**src/rtl/ctp_sqrt_cell.sv**
```systemverilog
`timescale 1ns / 1ps
// One restoring square root step: retires one root bit per cycle while en is high.
// Uses no package items; chained by circle_tangent_points.
module ctp_sqrt_cell #(
  parameter int SW = 33,
  parameter int PW = 8
) (
  input  logic              clk,
  input  logic              rst_n,
  input  logic              en,
  input  logic              vld_i,
  input  logic [2*SW-1:0]   rad_i,
  input  logic [SW+1:0]     rem_i,
  input  logic [SW-1:0]     root_i,
  input  logic [PW-1:0]     pay_i,
  output logic              vld_r,
  output logic [2*SW-1:0]   rad_r,
  output logic [SW+1:0]     rem_r,
  output logic [SW-1:0]     root_r,
  output logic [PW-1:0]     pay_r
);

  logic [SW+3:0] rem_sh;
  logic [SW+3:0] trial;
  logic [SW+3:0] diff;
  logic          take;
  logic [SW+1:0] rem_nxt;

  // bring in the next two radicand bits, try 4*root+1
  assign rem_sh  = {rem_i, rad_i[2*SW-1 -: 2]};
  assign trial   = {2'b00, root_i, 2'b01};
  assign diff    = rem_sh - trial;
  assign take    = (rem_sh >= trial);
  assign rem_nxt = take ? diff[SW+1:0] : rem_sh[SW+1:0];

  always_ff @(posedge clk) begin
    if (!rst_n) begin
      vld_r <= 1'b0;
    end else if (en) begin
      vld_r <= vld_i;
    end
  end

  always_ff @(posedge clk) begin
    if (en) begin
      rad_r  <= {rad_i[2*SW-3:0], 2'b00};
      rem_r  <= rem_nxt;
      root_r <= {root_i[SW-2:0], take};
      pay_r  <= pay_i;
    end
  end

endmodule

```
**config.mk**
```make
export PLATFORM = sky130hd
export DESIGN_NAME = ctp_sqrt_cell
export DESIGN_NICKNAME = d
export VERILOG_FILES = /design/src/rtl/ctp_sqrt_cell.sv
export SDC_FILE = /design/constraint.sdc
export NUM_CORES = 1
export LEC_CHECK = 0
export BUFFER_PORTS_ARGS = -buffer_cell sky130_fd_sc_hd__buf_2
export CAP_MARGIN = 0
export CORE_MARGIN = 2
export CORE_UTILIZATION = 45
export DETAILED_ROUTE_END_ITERATION = 7
export GPL_TIMING_DRIVEN = 0
export PLACE_DENSITY = 0.77
export RECOVER_POWER = 25
export SLEW_MARGIN = 15
export SYNTH_ARGS = -nofsm -noshare
export SYNTH_HDL_FRONTEND = slang
export SYNTH_SLANG_ARGS = --single-unit
```
**constraint.sdc**
```tcl
create_clock -name clk -period 4.5 [get_ports clk]
set_input_delay 0.9 -clock clk [delete_from_list [all_inputs] [get_ports clk]]
set_output_delay 0.9 -clock clk [all_outputs]
set_load 0.005 [all_outputs]
```
Word-level counts from Yosys, hierarchy flattened
Cells that the tools add are included.
{"block": "totals", "regBits": 141, "input_bits": 146}
{"block": "classes", "add_sub_neg": 1, "magnitude_cmp": 1, "mux": 1}
{"cell": "37-bit by 35-bit >= comparator with 1-bit output", "count": 1}
{"cell": "35-bit 2-to-1 mux", "count": 1}
{"cell": "35-bit subtractor", "count": 1}

Depth between registers and ports, before layout
{"block": "logic_depth", "ltp_word": 2, "depth_mapped": 14}

Worst setup path after synthesis
No wires, ideal clock.
{"block": "synth_path", "kind": "input port to flip-flop", "from": "input root_i[9]", "to": "register rem_r[17] (data pin)", "setup_ns": 0.260, "t_arrival_ns": 3.191, "path_slack_ns": 1.049, "cell_stages": 11, "path_buffers": 2, "cell_sequence": "inv_1 -> ha_1 -> buf_2 -> nand2_1 -> or3_1 -> or4_1 -> o31a_1 -> o21ai_2 -> o211ai_2 -> buf_6 -> mux2_4"}
{"block": "synth_between", "elab_chain_cells": 2, "word_cells_on_any_way": 3, "classes_between": "1 x add/sub; 1 x order compare; 1 x mux"}
{"item": "start, declared", "line_no": "14", "source": "input logic [SW-1:0] root_i,"}
{"item": "35-bit subtractor / 37-bit by 35-bit >= comparator with 1-bit output (equally long branches)", "line_no": "32, 33"}
{"item": "35-bit 2-to-1 mux *", "line_no": "34", "source": "assign rem_nxt = take ? diff[SW+1:0] : rem_sh[SW+1:0];"}
{"item": "net rem_nxt[17]", "line_no": "27", "source": "logic [SW+1:0] rem_nxt;"}
{"item": "end signal, assigned", "line_no": "47", "source": "rem_r <= rem_nxt;"}
{"item": "end, declared", "line_no": "18", "source": "output logic [SW+1:0] rem_r,"}
The timed path passes the listed nets; every way through them passes the cells marked *.
A chain may end at the register's enable or synchronous reset.

==> metrics.yaml <==
status: "finished, violations left"
violations: "capacitance limit, slew limit"
setup_ws_ns: 0.8775
num_vias: 5266
path_buf_inv: 2
syn_avg_cell_area_um2: 12.68
rr_worst_depth: 2
max_freq_mhz: 276.0
grt_max_degree: 73
synth_most_common_cell: "edfxtp_1"
port_buffers: 286
clkLatencyLatePin_ns: 0.41
io_pins: 289
fillers: 1163
crit_fanout: 72
tritoncts: "done"
htreeDepth: 4
synth-warning-count: 0
synth_common_cells: "edfxtp_1, nand2_1, inv_1"
cts_buffers: 17
first_iter_violations: 294
netlist_area_um2: 6595
crit_chain: "dlygate4sd2_1 -> buf_16 -> mux2i_1 -> nor2b_1"
crit_slowest_cell: "dlygate4sd2_1"
r2r_end: "vld_r$_SDFFE_PN0P_"
rsz0062_at_grt: "false"
fin_area_um2: 8856
power_density_nw_per_um2: 415.2
start_util_pct: 45.72
nNetsFinal: 1008
grt_pass1_wl_um: 26970
viasPerCell: 5.138
coreArea_um2: 14420
worst_slew_pin_slew_ns: 3.170
synth_edf_count: 140
cts_buffer_depth: 2
ys_ff_latch: 141
clk_pin_slew_ns: 0.06
synth_ff_type: "edfxtp_1"
path_delay_family: "buffers and inverters"
final_util_pct: 61.40
seq_area_frac_synth_pct: 64.05
async_reset_ff_share_pct: 0
firstDrtPassIters: 5
dp.final_hpwl_um: 13790
hold_class: "flop to flop"
die_area_um2: 15640
critPathRequiredTime_ns: 4.80
hold_viol: 0
hold_buffers: 0
reg2reg_from: "vld_r$_SDFFE_PN0P_"
crit_type: "input pin to flop"
fin_setup_tns_ns: 0
grt_util_all_layers_pct: 22.31
synthCells: 520
maxCapViolCount: 1
ir_worst_vdd_uv: 203.5
leakage_nw: 3.943
layout-drive-gt1-share_pct: 36.79
cp_num_cells: 4
placed_area_um2: 8294
wirelength_um: 17840
period_minus_slack_ns: 3.623
skew_ns: 0
grt_pass1_vias: 5048
drc: 0
critPathCaptureType: "flop"
pre_cts_ws_ns: 0.5577
dieWidth_um: 125.1
area_growth_pct: 34.28
die_h_um: 125.1
globalRoute.totalOverflow: 0
cts_sinks: 141
r2r_slack_ns: 3.90
postCtsSetupBuffers: 0
cts_resized: 0
endpoint: "vld_r$_SDFFE_PN0P_"
ant_nets: 0
grt_antenna_before_repair: 1
yosys.area.top_type: "edfxtp_1"
rows: 44
cp-startpoint: "en"
gp_congestion: 0.8418
max_stage_delay_ns: 2.35
synth.area.top_cells: "edfxtp_1, ha_1, nand2_1"
fin_crit_sh_pct: 80.50
wl_per_cell_um: 17.40
clock_tree.root_cell: "clkbuf_16"
ys_types: 48
slew_headroom_pct: -111.3
report.final.slew_viol_count: 72
crit_arrival_ns: 3.92
start_kind: "input pin"
synthDominantCellAreaShare_pct: 63.75
setup_viol: 0
## metrics by stage
| step | cells | hold slack, ns | total power [mW] |
|---|---|---|---|
| 6_report | 1025 | 0.5343 | 3.677 |
| 5_1_grt | 1025 | 0.5646 | 3.839 |
| 4_1_cts | 1024 | 0.5341 | 3.709 |
| 3_5_place_dp | 992 | 0.5177 | 2.312 |
| 3_3_place_gp | 991 | 0.4922 | 2.291 |
| 2_1_floorplan | 521 | 0.5073 | 1.995 |
## routing by layer
metal,part of all wire (%),global-route usage (%)
met1,39,26.03
met2,53,40.51
met3,5.7,4.450
met4,2.2,8.562
met5,0,0
## area by class of cell
cell class,count,area [um2],area share (%)
Sequential cell,141,4224,47.70
Multi-Input combinational cell,323,2121,23.95
Timing Repair Buffer,287,1435,16.21
Clock buffer,18,429.2,4.846
Tap cell,184,230.2,2.600
Inverter,43,161.4,1.823
Clock inverter,14,160.2,1.808
Buffer,14,92.59,1.045
Antenna cell,1,2.502,0.02826
## logic make-up after synthesis
logic type                 after synthesis  synth area share [%]
DFF                                    141                 64.05
AOI/OAI and AO/OA                      136                 12.90
and+or+nand+nor                        114                 7.589
buffers and inverters                   57                 3.851
adders and majority gates               35                 6.640
xor gates and xnor gates                33                 4.382
muxes                                    3                0.5312
other                                    1               0.05686
## layout by cell type, fill, tap and decap left out, types with 4 or more instances in the layout
cell type   instances
nand3_1             8
nor3_1              5
a21oi_1            37
xnor2_1            16
nand4_1             5
buf_2             265
o21ai_1            29
o211ai_1            6
o21bai_1            6
clkbuf_1           29
o21a_1              4
o21ai_0            13
inv_1              43
and3_1              4
nand2_1            59
clkinvlp_4          4
ha_1               35
buf_6               4
a21o_1             19
nor2_1             21
clkbuf_16          17
xor2_1             17
edfxtp_1          140
## sequential cells by signal, indices dropped and copies added, names as in the netlist
name	flops
pay_r	8
rad_r	64
rem_r	35
root_r	33
vld_r	1
## how the worst min path moves through the flow
stage / startpoint / to / slack, ns / cells after the start
after floorplan: vld_r$_SDFFE_PN0P_ / vld_r$_SDFFE_PN0P_ / 0.51 / 2
after global placement: vld_r$_SDFFE_PN0P_ / vld_r$_SDFFE_PN0P_ / 0.49 / 2
after global routing: vld_r$_SDFFE_PN0P_ / vld_r$_SDFFE_PN0P_ / 0.56 / 2
after detailed placement: vld_r$_SDFFE_PN0P_ / vld_r$_SDFFE_PN0P_ / 0.52 / 2
final: vld_r$_SDFFE_PN0P_ / vld_r$_SDFFE_PN0P_ / 0.53 / 2
after CTS: vld_r$_SDFFE_PN0P_ / vld_r$_SDFFE_PN0P_ / 0.53 / 2
## where the power goes
group | switching, mW | internal (mW) | total, mW
Clock | 0.563 | 0.828 | 1.39
Combinational | 0.358 | 0.286 | 0.644
Sequential | 0.0308 | 1.61 | 1.64
## tightest hold or removal path, cell delays in order, from the launching register on
cell and delay [ns]:
dfxtp_1 0.33, mux2i_1 0.07, nor2b_1 0.10
No activity file was read; power rests on OpenSTA's default activity.
