`src/rtl/ctp_pkg.sv`:
```
`timescale 1ns / 1ps
// Package for the circle tangent point pipeline.
// Shared constants for the top level and the multiplier and divider cells; no dependencies.
package ctp_pkg;

  // Default coordinate width (signed, binary point cancels in the math)
  localparam int COORD_W   = 32;
  // Multiplier digit width used by the partial product cells
  localparam int MUL_DIGIT = 16;
  // Number of tangent coordinates produced per word
  localparam int NLANE     = 4;

  // Lanes of the partial product and divider cells
  typedef enum logic [1:0] {
    LANE_0 = 2'd0,
    LANE_1 = 2'd1,
    LANE_2 = 2'd2,
    LANE_3 = 2'd3
  } lane_t;

endpackage

```
`src/rtl/ctp_div_cell.sv`:
```
`timescale 1ns / 1ps
// One restoring division step on four lanes sharing one divisor.
// Uses ctp_pkg lane count; chained by circle_tangent_points.
module ctp_div_cell #(
  parameter int DVW = 67,
  parameter int QW  = 32,
  parameter int PW  = 8
) (
  input  logic                             clk,
  input  logic                             rst_n,
  input  logic                             en,
  input  logic                             vld_i,
  input  logic [ctp_pkg::NLANE-1:0][QW-1:0]  nlo_i,
  input  logic [ctp_pkg::NLANE-1:0][DVW-1:0] rem_i,
  input  logic [ctp_pkg::NLANE-1:0][QW-1:0]  quo_i,
  input  logic [DVW-1:0]                   dv_i,
  input  logic [PW-1:0]                    pay_i,
  output logic                             vld_r,
  output logic [ctp_pkg::NLANE-1:0][QW-1:0]  nlo_r,
  output logic [ctp_pkg::NLANE-1:0][DVW-1:0] rem_r,
  output logic [ctp_pkg::NLANE-1:0][QW-1:0]  quo_r,
  output logic [DVW-1:0]                   dv_r,
  output logic [PW-1:0]                    pay_r
);

  logic [ctp_pkg::NLANE-1:0][DVW:0]   rem_sh;
  logic [ctp_pkg::NLANE-1:0][DVW:0]   diff;
  logic [ctp_pkg::NLANE-1:0]          take;
  logic [ctp_pkg::NLANE-1:0][DVW-1:0] rem_nxt;

  always_comb begin
    for (int k = 0; k < ctp_pkg::NLANE; k++) begin
      rem_sh[k]  = {rem_i[k], nlo_i[k][QW-1]};
      diff[k]    = rem_sh[k] - {1'b0, dv_i};
      take[k]    = (rem_sh[k] >= {1'b0, dv_i});
      rem_nxt[k] = take[k] ? diff[k][DVW-1:0] : rem_sh[k][DVW-1:0];
    end
  end

  always_ff @(posedge clk) begin
    if (!rst_n) begin
      vld_r <= 1'b0;
    end else if (en) begin
      vld_r <= vld_i;
    end
  end

  always_ff @(posedge clk) begin
    if (en) begin
      for (int k = 0; k < ctp_pkg::NLANE; k++) begin
        nlo_r[k] <= {nlo_i[k][QW-2:0], 1'b0};
        quo_r[k] <= {quo_i[k][QW-2:0], take[k]};
      end
      rem_r <= rem_nxt;
      dv_r  <= dv_i;
      pay_r <= pay_i;
    end
  end

endmodule

```
`config.mk`:
```
export PLATFORM = sky130hd
export DESIGN_NAME = ctp_div_cell
export DESIGN_NICKNAME = d
export VERILOG_FILES = /design/src/rtl/ctp_pkg.sv /design/src/rtl/ctp_div_cell.sv
export SDC_FILE = /design/constraint.sdc
export NUM_CORES = 1
export LEC_CHECK = 0
export BUFFER_PORTS_ARGS = -buffer_cell sky130_fd_sc_hd__buf_2
export CORE_AREA = 10 10 460 462
export DETAILED_ROUTE_END_ITERATION = 6
export DIE_AREA = 0 0 470 472
export SKIP_LAST_GASP = 1
export SLEW_MARGIN = 20
export SYNTH_ARGS = -nofsm -noshare
export SYNTH_HDL_FRONTEND = slang
export SYNTH_SLANG_ARGS = --single-unit
```
`constraint.sdc`:
```
create_clock -name clk -period 4.2 [get_ports clk]
set_clock_uncertainty 0.2 [all_clocks]
set_input_delay 0.21 -clock clk [delete_from_list [all_inputs] [get_ports clk]]
set_output_delay 0.21 -clock clk [all_outputs]
set_load 0.02 [all_outputs]
```
# == Word level (Yosys, flattened, before mapping) ==
# Index checks and enable logic that the tools add are counted.
# classes
n_addsub,4
n_lt_le_gt_ge,4
n_mux,4
# op_table
cell,n
>= comparator 68 x 67 -> 1 bit,4
2-to-1 mux 67 bit,4
subtractor 67 bit,4
# word_totals
reg_bits,596
inputBits,603
out_inout_bits,600

# == Depth between registers and ports, before layout ==
# logic_depth
depth_word,2
ltp_mapped,18
mapped_depth_nobuf,15

# == Worst setup path after synthesis ==
# OpenSTA, ideal clock, no wires.
# synth_path
kind,input to register
from,input dv_i[1]
to,register rem_r[1] in the netlist's numbering (data pin)
setup_time_ns,0.260
arrival_time_ns,3.195
required_ns,3.740
setup_slack_ns,0.545
stages,14
cell_sequence,inv_1 -> fa_1 -> a211oi_1 -> o21ai_0 -> a21oi_1 -> o211ai_1 -> a31oi_1 -> o2111ai_1 -> a21oi_1 -> or4_1 -> o211a_1 -> buf_2 -> buf_6 -> mux2_4
# synth_rtl
element,line,rtl
from (decl),ctp_div_cell.sv:16,"input logic [DVW-1:0] dv_i,"
to (signal assigned),ctp_div_cell.sv:54,rem_r <= rem_nxt;
to (decl),ctp_div_cell.sv:20,"output logic [ctp_pkg::NLANE-1:0][DVW-1:0] rem_r,"

==> results.cfg <==
[job]
cap_violations = 0

[detailed_routing]
postRouteAntennaNets = 0
firstDrtPassIters = 7
via_per_inst = 4.49
first_iter_violations = 2878
finalWirelength_mm = 236
wl_per_cell_um = 26.4
drc = 0
vias = 40000

[logic_synthesis]
synth_cells = 3569
yosysTopAreaCellShare_pct = 48.9
ys_ff_latch = 596
syn-mean-instance-area_um2 = 10.2
synthArstFlopShare_pct = 0
synth_top_cell_by_area = edfxtp_1
yosysMostFrequentCell = edfxtp_1
synthTopCellsByCount = edfxtp_1 (595), a21oi_1 (476), nor2_1 (333)
netlist_area_mm2 = 0.0366
synth_edf_count = 595
synth_area_leaders = edfxtp_1 (49%), ha_1 (9.2%), a21oi_1 (6.5%), xnor2_1 (3.7%), nor2_1 (3.4%)
yosysSeqAreaShare_pct = 48.9
synth_flop_cell = edfxtp_1
yosys_warnings = 0
synth_cell_type_count = 73

[global_route]
antenna_found_initial = 91
grt_util_all_layers_pct = 20.1
grt_pass1_wl_mm = 321
grt-ovfl-total = 0
grt_pass1_vias = 41600
grt_max_degree = 85

[timing]
period_share_pct = 97.8
finalSetupViolCount = 0
tns_ns = 0
whs_ns = -0.372
hold_violations = 1
min_period_ns = 4.11
slew_headroom_pct = 29.1
tightest_slew_ns = 1.06
rsz0062_at_grt = yes
fmax_mhz = 243
drv_slew = 0

[clocking]
clockBufferDepth = 3
clk_pin_slew_ns = 0.07
cts_sinks = 596
tritoncts = built
htreeDepth = 3
cts_made_buffers = 78
clock-root-buffer = clkbuf_16
postCtsHoldBufs = 852
clock_latency_ns = 0.69

[floorplanning]
die-area_mm2 = 0.222
fp-row-count = 165
die_y_um = 472
core-area_mm2 = 0.202
die-width_um = 470
num_io_pins = 1203
start_util_pct = 18.1

[critical_path]
critical_path_required_ns = 4.46
path_class = input pin to flip-flop
cp.arrival_ns = 4.37
critPathCaptureType = flip-flop
start_kind = input pin
crit_path_max_fanout = 4

[cells_and_area]
area_growth_pct = 68.5
fillers = 20700
multi_input_area_mm2 = 0.0176
register_area_mm2 = 0.0179
nets = 7011
stdcell_area_mm2 = 0.0616
final_layout_size_suffix_gt1_share_pct = 32.4

[outcome]
violations = hold timing
outcome = finished, violations left

[hold_path]
min_path_type = input pin to flip-flop

[placement]
gp_congestion = 0.959
hpwlAfterDp_mm = 193
portBuffers = 1194
placed_area_mm2 = 0.0501

[pwr]
power.leakage_nw = 26.6
ir_drop_v = 0.000455
power_density_mw_per_mm2 = 365
==> cells by family after synthesis <==
kind of cell | synth area share [%]
AO/OA/AOI/OAI | 19.0
XOR/XNOR | 6.16
adder cells (fa/ha/maj) | 9.39
buffers and inverters | 3.45
flip-flops | 48.9
multiplexers | 1.63
other | 0.0103
AND/OR/NAND/NOR | 11.4
==> per-layer routing <==
layer	part of all wire (%)	GRT usage, %	vias up
met3	6.6	5.11	466
met2	50	36.0	1639
met5	0.015	0	-
li1	-	-	18500
met4	6.7	11.7	6
met1	37	21.4	19400
==> path summary, 6_finish.rpt <==
| check | slack [ns] | start | depth (start not counted) | end |
|---|---|---|---|---|
| worst min-delay path | -0.37 | nlo_i[63] | 3 | rem_r[67] |
| worst max register to register | 2.84 | vld_r | 3 | vld_r |
| worst max-delay path | 0.09 | dv_i[9] | 20 | rem_r[130] |
| worst min register to register | 0.90 | vld_r | 3 | vld_r |
==> worst max-delay path, cell delays in order <==
cell and delay [ns]:
dlygate4sd3_1 0.54, buf_2 0.14, clkinvlp_4 0.19, buf_12 0.19
ha_1 0.33, buf_4 0.15, nand4_1 0.13, a2111oi_0 0.59
buf_4 0.22, o21ai_0 0.08, buf_4 0.17, nand3_1 0.12
buf_4 0.16, a31oi_1 0.08, buf_4 0.18, o21ai_0 0.23
a21oi_1 0.16, a21oi_1 0.20, xnor2_1 0.16, a21oi_1 0.10
==> cell type report <==
type	count	share of cell area, %
diodes	49	0.199
clock buffers	88	3.23
clock inverters	56	1.06
inverters	138	0.847
multi-input cells	2667	28.6
flip-flops and latches	596	29.0
well taps	2672	5.43
repair buffers	2655	31.6
==> power breakdown <==
| group | switching [mW] | internal, mW |
|---|---|---|
| clock network | 3.12 | 3.99 |
| logic | 4.59 | 3.08 |
| registers | 0.266 | 7.43 |
| total | 7.98 | 14.5 |
==> flip-flops by register name, summed over array words and instances (netlist names) <==
signal / cells
dv_r: 67
nlo_r: 124
pay_r: 8
quo_r: 128
rem_r: 268
vld_r: 1
==> through the flow <==
| step | power (mW) | util [%] | setup WS [ns] | instances |
|---|---|---|---|---|
| after floorplan | 11.2 | - | 0.545 | 3572 |
| after global placement | 14.7 | 24.8 | -0.441 | 7869 |
| after detailed placement | 14.7 | 24.8 | -0.486 | 7869 |
| after CTS | 22.7 | 30.3 | 0.00449 | 8865 |
| after global routing | 23.5 | 30.5 | -0.00631 | 8906 |
| final | 22.5 | 30.5 | 0.0926 | 8921 |
==> cells in the final DEF (no fill, tap or decap), drive strengths merged, types with 9 or more instances in the layout <==
master / n
a31oi: 40
ha: 268
nand2b: 21
diode: 49
o21bai: 59
nand2: 291
clkbuf: 89
edfxtp: 595
nor2: 333
nor2b: 13
nor4: 13
o211ai: 20
nand4: 104
clkinv: 30
a211oi: 26
a21oi: 476
o21a: 29
o31ai: 19
nor3: 31
inv: 150
o31a: 10
nand3: 59
a21o: 141
xnor2: 156
buf: 1802
dlygate4sd3: 852
or3: 9
a221oi: 9
xor2: 101
and3: 16
o21ai: 244
a2111oi: 10
and2: 16
mux2: 47
==> what timing repair did <==
item | 4_1_cts | 5_1_grt
resized for setup | 0 | 33
buffers inserted | 0 | 5
endpoints found under the hold margin | 661 | 1
endpoints found under the setup margin | 0 | 210
Note: power is estimated with default switching activity, not from simulation.
